===== src/rtl/cfrl_pkg.sv =====
// Shared types and constants for the command filter / ramp limiter.
// Holds the configuration set, the queued command beat and the result beat.
// No dependencies.
package cfrl_pkg;

  // command codes
  localparam logic CMD_SET  = 1'b0;
  localparam logic CMD_TICK = 1'b1;

  // configuration register indexes
  localparam logic [2:0] REG_MIN_PCT   = 3'd0;
  localparam logic [2:0] REG_MAX_PCT   = 3'd1;
  localparam logic [2:0] REG_ALPHA     = 3'd2;
  localparam logic [2:0] REG_RAMP_STEP = 3'd3;
  localparam logic [2:0] REG_ALERT_THR = 3'd4;

  localparam logic signed [7:0] MIN_PCT_RESET   = 8'sd0;
  localparam logic signed [7:0] MAX_PCT_RESET   = 8'sd100;
  localparam logic [15:0]       ALPHA_RESET     = 16'd32768;
  localparam logic [15:0]       RAMP_STEP_RESET = 16'd256;
  localparam logic [7:0]        ALERT_THR_RESET = 8'd90;

  // Q1.15 unity
  localparam logic [15:0] ALPHA_ONE = 16'd32768;

  typedef struct packed {
    logic signed [7:0] min_pct;
    logic signed [7:0] max_pct;
    logic [15:0]       alpha;
    logic [15:0]       ramp_step;
    logic [7:0]        alert_thr;
  } cfg_t;

  // command as classified by the front end
  typedef struct packed {
    logic               tick;
    logic signed [15:0] requested;
    logic signed [7:0]  target;
    logic               sat;
  } cmd_entry_t;

  typedef struct packed {
    logic       valid;
    cmd_entry_t entry;
  } cmd_q_t;

  typedef struct packed {
    logic signed [15:0] requested_echo;
    logic signed [7:0]  clamped_target;
    logic signed [7:0]  output_percent;
    logic               saturation_flag;
    logic               alert_flag;
  } result_t;

endpackage


===== src/rtl/cfrl_fifo.sv =====
// Small register-based first-in first-out queue.
// Generic width and depth; used between front and back and on the result side.
// No dependencies.
module cfrl_fifo #(
  parameter int WIDTH = 8,
  parameter int DEPTH = 2
) (
  input  logic                       clk,
  input  logic                       rst,
  input  logic                       push,
  input  logic [WIDTH-1:0]           wdata,
  output logic                       full,
  input  logic                       pop,
  output logic [WIDTH-1:0]           rdata,
  output logic                       empty,
  output logic [$clog2(DEPTH+1)-1:0] count
);

  localparam int AW = (DEPTH > 1) ? $clog2(DEPTH) : 1;
  localparam int CW = $clog2(DEPTH + 1);
  localparam logic [AW-1:0] LAST = AW'(DEPTH - 1);

  logic [WIDTH-1:0] store [DEPTH];
  logic [AW-1:0]    wr_ptr, wr_ptr_next;
  logic [AW-1:0]    rd_ptr, rd_ptr_next;
  logic [CW-1:0]    count_next;
  logic             do_push, do_pop;

  assign full    = (count == CW'(DEPTH));
  assign empty   = (count == '0);
  assign do_push = push && !full;
  assign do_pop  = pop && !empty;
  assign rdata   = store[rd_ptr];

  always_comb begin
    wr_ptr_next = wr_ptr;
    rd_ptr_next = rd_ptr;
    count_next  = count;
    if (do_push) begin
      wr_ptr_next = (wr_ptr == LAST) ? '0 : wr_ptr + AW'(1);
    end
    if (do_pop) begin
      rd_ptr_next = (rd_ptr == LAST) ? '0 : rd_ptr + AW'(1);
    end
    if (do_push && !do_pop) begin
      count_next = count + CW'(1);
    end else if (do_pop && !do_push) begin
      count_next = count - CW'(1);
    end
  end

  always_ff @(posedge clk) begin
    if (rst) begin
      wr_ptr <= '0;
      rd_ptr <= '0;
      count  <= '0;
    end else begin
      wr_ptr <= wr_ptr_next;
      rd_ptr <= rd_ptr_next;
      count  <= count_next;
    end
  end

  always_ff @(posedge clk) begin
    if (do_push) begin
      store[wr_ptr] <= wdata;
    end
  end

  a_count_bound: assert property (@(posedge clk) disable iff (rst)
    count <= CW'(DEPTH))
    else $error("fifo occupancy above depth");

  a_count_push: assert property (@(posedge clk) disable iff (rst)
    (do_push && !do_pop) |=> (count == $past(count) + CW'(1)))
    else $error("fifo count did not follow a lone push");

endmodule


===== src/rtl/cfrl_front.sv =====
// Front end: accepts command beats, clamps the request and queues every beat.
// Depends on cfrl_pkg and cfrl_fifo.
module cfrl_front (
  input  logic                 clk,
  input  logic                 rst,
  input  logic                 push,
  output logic                 full,
  input  logic                 command,
  input  logic signed [15:0]   requested_percent,
  input  cfrl_pkg::cfg_t       cfg,
  output cfrl_pkg::cmd_q_t     q_out,
  input  logic                 q_pop
);

  import cfrl_pkg::*;

  localparam int EW = $bits(cmd_entry_t);

  cmd_entry_t         entry_in;
  logic [EW-1:0]      rdata;
  logic               q_empty;
  logic [1:0]         q_count;
  logic signed [15:0] lo16, hi16;
  logic signed [7:0]  target;

  assign lo16 = 16'(cfg.min_pct);
  assign hi16 = 16'(cfg.max_pct);

  // with crossed bounds the lower bound wins only for requests below it
  always_comb begin
    priority if (requested_percent < lo16) begin
      target = cfg.min_pct;
    end else if (requested_percent > hi16) begin
      target = cfg.max_pct;
    end else begin
      target = requested_percent[7:0];
    end
  end

  always_comb begin
    entry_in.tick      = (command == CMD_TICK);
    entry_in.requested = requested_percent;
    entry_in.target    = target;
    entry_in.sat       = (requested_percent != 16'(target));
  end

  cfrl_fifo #(
    .WIDTH (EW),
    .DEPTH (2)
  ) u_cmd_q (
    .clk   (clk),
    .rst   (rst),
    .push  (push),
    .wdata (entry_in),
    .full  (full),
    .pop   (q_pop),
    .rdata (rdata),
    .empty (q_empty),
    .count (q_count)
  );

  assign q_out.valid = !q_empty && (q_count != 2'd0);
  assign q_out.entry = cmd_entry_t'(rdata);

endmodule


===== src/rtl/cfrl_back.sv =====
// Back end: steps the filter and ramp state on tick commands and queues results.
// Depends on cfrl_pkg and cfrl_fifo.
module cfrl_back #(
  parameter int FRAC_BITS = 8
) (
  input  logic                clk,
  input  logic                rst,
  input  cfrl_pkg::cfg_t      cfg,
  input  cfrl_pkg::cmd_q_t    q_in,
  output logic                q_pop,
  input  logic                res_pop,
  output logic                res_empty,
  output cfrl_pkg::result_t   res_out
);

  import cfrl_pkg::*;

  localparam int VW = FRAC_BITS + 8;                 // fixed-point state width
  localparam int DW = VW + 1;
  localparam int PW = VW + 18;                       // product width
  localparam int CW = ((VW + 1) > 17 ? (VW + 1) : 17) + 1;
  localparam int RW = $bits(result_t);
  localparam int OUT_DEPTH = 4;
  localparam int OCW = $clog2(OUT_DEPTH + 1);

  localparam logic signed [PW-1:0] PROD_HALF    = PW'(16384);
  localparam logic signed [PW-1:0] PROD_HALF_M1 = PW'(16383);
  localparam logic signed [DW-1:0] OUT_HALF     = DW'(1) <<< (FRAC_BITS - 1);
  localparam logic signed [DW-1:0] OUT_HALF_M1  = OUT_HALF - DW'(1);

  // state
  logic signed [15:0]   requested_store;
  logic signed [7:0]    target_store;
  logic                 saturated;
  logic signed [VW-1:0] filtered, filtered_next;
  logic signed [VW-1:0] ramped, ramped_next;
  logic                 alert_active;
  logic                 s1_valid, s1_tick;

  cmd_entry_t           e;
  logic [15:0]          alpha_eff;
  logic signed [DW-1:0] tgt_fx, diff, adj, filt_sum;
  logic signed [PW-1:0] prod, prod_r, prod_sh;
  logic signed [CW-1:0] delta, step_c, ramp_c, lo_fx, hi_fx, ramp_cl;

  logic signed [DW-1:0] out_sum, out_sh;
  logic signed [7:0]    rnd;
  logic [8:0]           rnd_ext, mag;
  logic                 alert_calc, alert_out;
  result_t              res_in;
  logic [RW-1:0]        res_rdata;
  logic                 res_full;
  logic [OCW-1:0]       res_count;

  assign e = q_in.entry;

  // take a command only when the result queue has room for everything in flight
  assign q_pop = q_in.valid &&
                 ((OCW'(res_count) + OCW'(s1_valid)) < OCW'(OUT_DEPTH));

  // low-pass step
  always_comb begin
    alpha_eff     = (cfg.alpha > ALPHA_ONE) ? ALPHA_ONE : cfg.alpha;
    tgt_fx        = DW'(target_store) <<< FRAC_BITS;
    diff          = tgt_fx - DW'(filtered);
    prod          = PW'(diff) * PW'($signed({1'b0, alpha_eff}));
    prod_r        = prod + (prod[PW-1] ? PROD_HALF_M1 : PROD_HALF);
    prod_sh       = prod_r >>> 15;
    adj           = DW'(prod_sh);
    filt_sum      = DW'(filtered) + adj;
    filtered_next = VW'(filt_sum);
  end

  // slew limit then clamp; with crossed bounds the lower one wins only below it
  always_comb begin
    delta  = CW'(filtered_next) - CW'(ramped);
    step_c = CW'($signed({1'b0, cfg.ramp_step}));
    lo_fx  = CW'(cfg.min_pct) <<< FRAC_BITS;
    hi_fx  = CW'(cfg.max_pct) <<< FRAC_BITS;
    priority if (delta > step_c) begin
      ramp_c = CW'(ramped) + step_c;
    end else if (delta < -step_c) begin
      ramp_c = CW'(ramped) - step_c;
    end else begin
      ramp_c = CW'(filtered_next);
    end
    priority if (ramp_c < lo_fx) begin
      ramp_cl = lo_fx;
    end else if (ramp_c > hi_fx) begin
      ramp_cl = hi_fx;
    end else begin
      ramp_cl = ramp_c;
    end
    ramped_next = VW'(ramp_cl);
  end

  always_ff @(posedge clk) begin
    if (rst) begin
      requested_store <= '0;
      target_store    <= '0;
      saturated       <= 1'b0;
      filtered        <= '0;
      ramped          <= '0;
      s1_valid        <= 1'b0;
      s1_tick         <= 1'b0;
    end else begin
      s1_valid <= q_pop;
      s1_tick  <= q_pop && e.tick;
      if (q_pop) begin
        if (e.tick) begin
          filtered <= filtered_next;
          ramped   <= ramped_next;
        end else begin
          requested_store <= e.requested;
          target_store    <= e.target;
          saturated       <= e.sat;
        end
      end
    end
  end

  // output rounding, half away from zero, and alert
  always_comb begin
    out_sum    = DW'(ramped) + (ramped[VW-1] ? OUT_HALF_M1 : OUT_HALF);
    out_sh     = out_sum >>> FRAC_BITS;
    rnd        = out_sh[7:0];
    rnd_ext    = {rnd[7], rnd};
    mag        = rnd[7] ? (~rnd_ext + 9'd1) : rnd_ext;
    alert_calc = (mag >= {1'b0, cfg.alert_thr});
    alert_out  = s1_tick ? alert_calc : alert_active;
  end

  always_ff @(posedge clk) begin
    if (rst) begin
      alert_active <= 1'b0;
    end else if (s1_tick) begin
      alert_active <= alert_calc;
    end
  end

  always_comb begin
    res_in.requested_echo  = requested_store;
    res_in.clamped_target  = target_store;
    res_in.output_percent  = rnd;
    res_in.saturation_flag = saturated;
    res_in.alert_flag      = alert_out;
  end

  cfrl_fifo #(
    .WIDTH (RW),
    .DEPTH (OUT_DEPTH)
  ) u_res_q (
    .clk   (clk),
    .rst   (rst),
    .push  (s1_valid),
    .wdata (res_in),
    .full  (res_full),
    .pop   (res_pop),
    .rdata (res_rdata),
    .empty (res_empty),
    .count (res_count)
  );

  assign res_out = result_t'(res_rdata);

  a_no_overflow: assert property (@(posedge clk) disable iff (rst)
    s1_valid |-> !res_full)
    else $error("result beat dropped on a full queue");

  a_stage_follow: assert property (@(posedge clk) disable iff (rst)
    q_pop |=> s1_valid)
    else $error("taken command did not reach the output stage");

endmodule


===== src/rtl/command_filter_ramp_limiter.sv =====
// Command filter and ramp limiter: top level with the configuration registers.
// Depends on cfrl_pkg, cfrl_front, cfrl_back.
//
// Conditions a percent command. A set-target beat (command 0) clamps the request
// into [min_percent, max_percent]; a tick beat (command 1) moves the low-pass
// filtered value toward the target, slews the output by at most ramp_step and
// rounds it to an integer percent. Every input beat gives exactly one result
// beat. Both sides are queues: a new beat is taken every clock while full is
// low, and one result can be popped every clock, so the sustained rate is one
// item per cycle as long as results are popped and the result queue has room.
// A taken beat updates the registered state (one multiply, the slew compare
// and the clamp); the rounding stage then reads it and queues the result.
// Registers are written through cfg_write/cfg_index/cfg_data and should change
// only while no beat is in flight.
module command_filter_ramp_limiter #(
  parameter int FRAC_BITS = 8
) (
  input  logic               clk,
  input  logic               rst,
  input  logic               push,
  output logic               full,
  input  logic               command,
  input  logic signed [15:0] requested_percent,
  output logic               empty,
  input  logic               pop,
  output logic signed [15:0] requested_echo,
  output logic signed [7:0]  clamped_target,
  output logic signed [7:0]  output_percent,
  output logic               saturation_flag,
  output logic               alert_flag,
  input  logic               cfg_write,
  input  logic [2:0]         cfg_index,
  input  logic [15:0]        cfg_data
);

  import cfrl_pkg::*;

  cfg_t    cfg;
  cmd_q_t  cmd_q;
  logic    q_pop;
  result_t res;

  always_ff @(posedge clk) begin
    if (rst) begin
      cfg.min_pct   <= MIN_PCT_RESET;
      cfg.max_pct   <= MAX_PCT_RESET;
      cfg.alpha     <= ALPHA_RESET;
      cfg.ramp_step <= RAMP_STEP_RESET;
      cfg.alert_thr <= ALERT_THR_RESET;
    end else if (cfg_write) begin
      unique case (cfg_index)
        REG_MIN_PCT:   cfg.min_pct   <= cfg_data[7:0];
        REG_MAX_PCT:   cfg.max_pct   <= cfg_data[7:0];
        REG_ALPHA:     cfg.alpha     <= cfg_data;
        REG_RAMP_STEP: cfg.ramp_step <= cfg_data;
        REG_ALERT_THR: cfg.alert_thr <= cfg_data[7:0];
        default: ;
      endcase
    end
  end

  cfrl_front u_front (
    .clk               (clk),
    .rst               (rst),
    .push              (push),
    .full              (full),
    .command           (command),
    .requested_percent (requested_percent),
    .cfg               (cfg),
    .q_out             (cmd_q),
    .q_pop             (q_pop)
  );

  cfrl_back #(
    .FRAC_BITS (FRAC_BITS)
  ) u_back (
    .clk       (clk),
    .rst       (rst),
    .cfg       (cfg),
    .q_in      (cmd_q),
    .q_pop     (q_pop),
    .res_pop   (pop),
    .res_empty (empty),
    .res_out   (res)
  );

  assign requested_echo  = res.requested_echo;
  assign clamped_target  = res.clamped_target;
  assign output_percent  = res.output_percent;
  assign saturation_flag = res.saturation_flag;
  assign alert_flag      = res.alert_flag;

endmodule

===== config.mk =====
export PLATFORM = sky130hd
export DESIGN_NAME = command_filter_ramp_limiter
export DESIGN_NICKNAME = d
export VERILOG_FILES = /design/src/rtl/cfrl_pkg.sv /design/src/rtl/cfrl_fifo.sv /design/src/rtl/cfrl_front.sv /design/src/rtl/cfrl_back.sv /design/src/rtl/command_filter_ramp_limiter.sv
export SDC_FILE = /design/constraint.sdc
export NUM_CORES = 1
export LEC_CHECK = 0
export BUFFER_PORTS_ARGS = -buffer_cell sky130_fd_sc_hd__buf_4
export CELL_PAD_IN_SITES_DETAIL_PLACEMENT = 1
export CELL_PAD_IN_SITES_GLOBAL_PLACEMENT = 1
export CORE_MARGIN = 4
export CORE_UTILIZATION = 30
export DETAILED_ROUTE_END_ITERATION = 10
export GPL_ROUTABILITY_DRIVEN = 0
export GPL_TIMING_DRIVEN = 0
export HOLD_SLACK_MARGIN = 0.06
export PLACE_DENSITY = 0.59
export SLEW_MARGIN = 5
export SYNTH_ARGS = -nofsm -noshare
export SYNTH_HDL_FRONTEND = slang
export SYNTH_SLANG_ARGS = --single-unit

===== constraint.sdc =====
create_clock -name clk -period 23.7 [get_ports clk]
set_clock_uncertainty 0.15 [all_clocks]
set_input_delay 2.37 -clock clk [delete_from_list [all_inputs] [get_ports clk]]
set_output_delay 2.37 -clock clk [all_outputs]
set_load 0.02 [all_outputs]

Word level (Yosys, flattened, before mapping)
Memory sizes are Yosys's and may differ from the RTL's. A register that Yosys moved wholly into a read port is not among the register bits.
Index checks and enable logic that the tools add are counted.
- input port bits: 41
- bits in writable memories: 188
- output and inout bits: 36
- bits in registers: 127
- word-level logic and storage cells: 119
- memories kept: 2
- bitwise operators: 2
- add/sub/neg operators: 18
- reductions and logical operators: 32
- order comparisons: 9
- equal/unequal tests: 9
- multipliers: 1
- muxes and demuxes: 27
- memories (name ; depth ; bits a word ; read ports ; clocked after Yosys merged registers in ; wr ports ; RTL line ; text):
    u_back.u_res_q.store ; 4 ; 34 ; 1 ; 1 ; 1 ; cfrl_fifo.sv:23 ; logic [WIDTH-1:0] store [DEPTH];
    u_front.u_cmd_q.store ; 2 ; 26 ; 1 ; 1 ; 1 ; cfrl_fifo.sv:23 ;
- operators with widths (operator ; count):
    $mux 16 ; 3
    $mux 18 ; 2
    $mul 17x17->34 ; 1
    $sub 16x16->17 ; 2
    $add 31x31->31 ; 1
    $mux 8 ; 3
    $add 16x17->18 ; 1
    $gt 18x16->1 ; 1
    $gt 18x17->1 ; 1
    $lt 18x16->1 ; 1
    $lt 18x18->1 ; 1
    $neg 16->18 ; 1
    $sub 16x17->18 ; 1
    $add 16x16->16 ; 1
    $add 16x9->16 ; 1
    $gt 16x16->1 const B ; 1
    $gt 16x8->1 ; 1
    $lt 16x8->1 ; 1
    $ne 16x8->1 ; 1
    $mux 15 ; 1
    $reduce_and 2->1 ; 7
    $mux 2 ; 6
    $logic_and 1x1->1 ; 11
    $add 9x1->9 const B ; 1
    other kinds (21) ; 47

Depth between registers and ports, before layout
- depth after elaboration: 13
- depth in mapped cells: 92
- depth with buffers taken out: 88

Hierarchy
Synthesis repeated with hierarchy kept, for this count alone.
- cells, all modules: 3081
- area total of the unflattened synthesis: 30275.3 µm²
- modules (own cells, without submodules) (module ; area each (µm²) ; instances ; cells each):
    cfrl_back ; 19292.3 ; 1 ; 2368
    cfrl_fifo (u_back.u_res_q) ; 5397.7 ; 1 ; 228
    command_filter_ramp_limiter ; 2311.0 ; 1 ; 217
    cfrl_fifo (u_front.u_cmd_q) ; 2089.5 ; 1 ; 106
    cfrl_front ; 1184.9 ; 1 ; 162

Worst setup path after synthesis
No wires, ideal clock.
- path type: register to register
- start: reg u_back.filtered[2]
- end: reg u_back.ramped[15]
- slack: 6.264 ns
- arrival time: 17.166 ns
- cell stages (with the launch flop): 86
- data required time: 23.430 ns
- path buffers: 6
- cells stage by stage: dfxtp_1 clkbuf_1 nor4_1 a41oi_1 o21bai_1 a21oi_1 o21bai_1 a21oi_1 o21bai_1 a21oi_1 nand3_1 o21ai_0 clkbuf_1 nand2_1 inv_1 fa_1 inv_1 fa_1 [50 not listed] buf_1 o221ai_1 a22o_1 ha_1 a21o_1 a21oi_1 nor2b_1 o21ai_0 nand2b_1 a21oi_1 o21bai_1 nor3b_1 a21oi_1 mux2i_1 or3_1 clkbuf_1 nor2_1 a211o_1
- longest elaborated chain between the ends: 12
- elaborated cells between the ends (all ways): 14
- those cells by class: 4 x add/sub; 1 x mul; 4 x order compare; 5 x mux
- RTL lines (what ; RTL line ; text):
    start: declaration ; cfrl_back.sv:35 ; logic signed [VW-1:0] filtered, filtered_next;
    start signal: assignment ; cfrl_back.sv:111 ; filtered <= filtered_next;
    $sub 16x16->17 ; cfrl_back.sv:65 ; diff = tgt_fx - DW'(filtered);
    $mul 17x17->34 ; cfrl_back.sv:66 ; prod = PW'(diff) * PW'($signed({1'b0, alpha_eff}));
    $mux 15 ; cfrl_back.sv:67 ; prod_r = prod + (prod[PW-1] ? PROD_HALF_M1 : PROD_HALF);
    $add 31x31->31 ; cfrl_back.sv:67 ;
    $add 16x16->16 * ; cfrl_back.sv:70 ; filt_sum = DW'(filtered) + adj;
    named net u_back.filt_sum[11] ; cfrl_back.sv:42 ; logic signed [DW-1:0] tgt_fx, diff, adj, filt_sum;
    $sub 16x16->17 ; cfrl_back.sv:76 ; delta = CW'(filtered_next) - CW'(ramped);
    $lt 18x18->1 ; cfrl_back.sv:82 ; end else if (delta < -step_c) begin
    $mux 18 ; cfrl_back.sv:82 ;
    $mux 18 * ; cfrl_back.sv:80 ; priority if (delta > step_c) begin
    $gt 18x16->1 ; cfrl_back.sv:89 ; end else if (ramp_c > hi_fx) begin
    $mux 16 ; cfrl_back.sv:89 ;
    $mux 16 * ; cfrl_back.sv:87 ; priority if (ramp_c < lo_fx) begin
    end signal: assignment ; cfrl_back.sv:112 ; ramped <= ramped_next;
    end: declaration ; cfrl_back.sv:36 ; logic signed [VW-1:0] ramped, ramped_next;
Mark *: on every way through the listed nets, which the timed path passes. The rest lies on a longest branch.
A chain may end at the register's enable or synchronous reset.

Worst setup path in the final report
- start: reg u_back.filtered[0]
- end: reg u_back.ramped[15]
Same word-level chain as after synthesis.

==> results.txt <==
The flow ran to the end, and the final reports show no timing, DRC or antenna violations. The worst setup path is of the reg2reg kind. The antenna cell count came out at 0.

The die outline area is 0.103 sq mm. A synthesized cell averages 9.54 sq um. The number of endpoints failing setup at the final stage is 0.

The ratio of final minimum period to clock period is roughly 92%. Summing all flip-flop and latch instances after layout gives 0.00825 sq mm. The detailed-placement wirelength estimate came out at 75600 um. The total grt overflow is 0. The area share of the leading cell type in the synthesized netlist came out at about 19%.

The slew at the pin closest to its max-slew limit is 1450 ps. The area of the core region is 0.0969 sq mm. The highest fanout seen on the critical path came out at 10. The post-cts resize count is 0. In this run, the number of DRC markers left after iteration 0 of detailed routing was approximately 1100. After synthesis, flip-flops and latches occupy 28.1% of the total area.

After detailed placement, the design holds a cell count of 4436. Entering global routing, the biggest net connects 30 pins. The multi-input gate area in the final layout came out at between 0.015 and 0.02 sq mm.

The number of search-and-repair iterations in the first detailed-routing pass came out at 5. The number of core rows came out at 114. Post-CTS timing repair inserted 0 buffers for setup.

The number of slew-limit violations in the final report is 0. Based on the critical path, the design can be clocked at up to between 40 and 50 MHz. Once detail routing completed, the nets flagged for antenna violations numbered 0. In this run the number of H-tree levels came out at 2. The CTS tree is yes.

Yosys mapped the design onto 83 distinct sky130hd cell types. The setup TNS came out at 0 ps. The routed length on met3 came out at 2780 um. The fraction of synthesis flops using an asynchronous set or reset pin is 0%. CTS placed an instance of clkbuf_16 at the clock tree root. STA classifies the critical path startpoint as a flop. The starting density of the core came out at 30.3%. The synthesized flop and latch total came out at 318.

Setup repair after global routing left no endpoint under its margin. The count of port buffers added during placement came out at 76. The first global-routing pass estimated 141000 um of wire. The critical path data required time is 23970 ps. The die outline height is between 300 and 400 um.

Counting stages on the worst path, the most repeated cell is a21oi_1. In the routed design, unresolved DRC markers number 0. The number of buffers on the longest clock path is 3.

The worst setup slack before clock tree synthesis came out at around 320 ps. The total clock buffers created by CTS came out at 34. The post-detailed-routing wire length is 91700 um. In the final design database the tool counted 3784 nets.

The count of cells in the finished layout, fillers not included, comes to between 4000 and 5000. The number of nets in the synthesized netlist is 3668. In the detailed route, the total length drawn on met2 is around 42000 um.

The standard cell with the maximum stage delay on the critical path is fa_1. The Yosys step of the flow raised 0 warnings. The number of hold-repair buffers added at the cts stage is 0. The type of the tightest min-delay check is reg2reg. 77 I/O pins were placed. The via count normalized by instance count came out at about 4.9.

The largest single stage delay on the critical path is 760 ps. The detailed-routing wirelength on met1 is 45100 um. The highest metal layer carrying signal wires in the routed design is met4.

The via count is 22000. The number of hold violations in the final report was 0. The post-synthesis instance total is 3080. The post-synth design cell area is 0.0294 sq mm. The share of layout cells above drive strength 1 is 6.67%.

The clock-pin slew reported for the worst setup and hold paths after clock tree synthesis came out at 60 ps. The final-layout fill cell count is roughly 11000. Broken down by cell family, the worst path's largest delay share belongs to compound AO/OA/AOI/OAI gates. The initial antenna violation count was 5.

The cell with the most instances after synthesis is inv_1. The capturing element type of the critical path is a flop. The clock latency reported for the late side of the worst-skew pair came out at 530 ps. The dominant cell type by area after synthesis is edfxtp_1. By count the netlist is led by 474 x inv_1, 383 x nand2_1, 278 x fa_1, 269 x ha_1, 213 x nor2_1. The clock period minus final worst setup slack came out at 21900 ps.

The count of buffering cells on the critical path with inverters included is 11. Max-cap violations in this run came to 0. In this run, synthesis inferred approximately 190 flip-flops with an integrated enable.

Ranked by total cell area, the synthesized netlist is headed by edfxtp_1 19%, fa_1 19%, ha_1 11%. The die width is around 320 um. After detailed routing, the average wire length per cell comes to 20.4 um.

The global routing usage summed across all routing layers is approximately 18%. The number of global-route vias before repair is 23000. The layout overhead on the synthesized area is 11.9%. For this run, the leading register cell type out of synthesis is edfxtp_1. The TritonCTS sink count came out at ~320. The worst path arrival time is 22170 ps.

The normalized max-slew margin is 2.84%. Across all setup checks in the final design, the least slack found is approximately 1800 ps.
## registers in the layout (all words and copies together) (netlist names), named ones only
signal / flops
cfg: 56
u_back.alert_active: 1
u_back.filtered: 16
u_back.ramped: 16
u_back.requested_store: 16
u_back.s1_tick: 1
u_back.s1_valid: 1
u_back.saturated: 1
u_back.target_store: 8
u_back.u_res_q.count: 3
u_back.u_res_q.rd_ptr: 2
u_back.u_res_q.store: 136
u_back.u_res_q.wr_ptr: 2
u_front.u_cmd_q.count: 2
u_front.u_cmd_q.rd_ptr: 1
u_front.u_cmd_q.store: 52
u_front.u_cmd_q.wr_ptr: 1
## metrics by stage
stage / hold WS [ps] / cell area [sq um] / util [%]
6_report: 312 / 32900 / 33.9
5_1_grt: 335 / 32900 / 33.9
4_1_cts: 311 / 32800 / 33.9
3_5_place_dp: 302 / 31600 / 32.7
3_3_place_gp: 295 / 31500 / 32.6
2_1_floorplan: 286 / 29400 / -
## placed cells by master (no fill, tap or decap), drive strengths merged, types with 8 or more instances in the layout
| cell | instances |
|---|---|
| o22ai | 10 |
| edfxtp | 188 |
| nand3 | 26 |
| a21oi | 177 |
| buf | 88 |
| dfxtp | 130 |
| and2 | 39 |
| or2 | 8 |
| nor2b | 37 |
| nor4 | 12 |
| a31oi | 13 |
| xor2 | 39 |
| xnor2 | 111 |
| nand3b | 14 |
| or4 | 12 |
| nand2b | 33 |
| nor3 | 42 |
| and3 | 16 |
| mux2i | 53 |
| o211ai | 17 |
| o21ai | 85 |
| nand2 | 383 |
| or3 | 14 |
| a22oi | 13 |
| fa | 278 |
| ha | 269 |
| inv | 476 |
| nor2 | 214 |
| mux4 | 34 |
| o21a | 24 |
| clkbuf | 146 |
| a22o | 10 |
| a211oi | 34 |
| o21bai | 18 |
| a21o | 39 |
| nand4 | 15 |
## cell families after synthesis
logic type / synth area share [%]
mux: 4.59
simple gates: 13.8
fa+ha+maj: 30.5
flops: 28.1
buf+inv: 7.43
xor+xnor: 4.47
compound gates: 11.1
## tightest hold or removal path: cells and delay by family, from the launching register on
family / cells / cell delay [ps]
simple gates: 1 / 50
flops: 1 / 310
compound gates: 1 / 50
## area by class of cell
class	count	area share (%)
multi-input combinational	2183	57.8
clock inverter	12	0.590
clock buffer	50	2.95
tap	1276	4.86
timing repair buffer	80	2.00
buffer	104	1.23
inverter	475	5.43
sequential	318	25.1
## path summary, 6_finish.rpt
kind | to | start | depth (start not counted) | slack, ps
max | u_back.ramped[15] | u_back.filtered[0] | 85 | 1800
min | cfg[2] | cfg[2] | 2 | 310
max reg2reg | u_back.ramped[15] | u_back.filtered[0] | 85 | 1800
min reg2reg | cfg[2] | cfg[2] | 2 | 310
## per-layer routing
| metal | up-vias | GRT usage (%) |
|---|---|---|
| met3 | 93 | 1.40 |
| met2 | 333 | 28.7 |
| met4 | 0 | 4.08 |
| li1 | 10500 | - |
| met5 | - | 0 |
| met1 | 11100 | 25.9 |
Power is not shown: default switching activity piles up to over one toggle a cycle in this logic, so the estimate is an artifact.
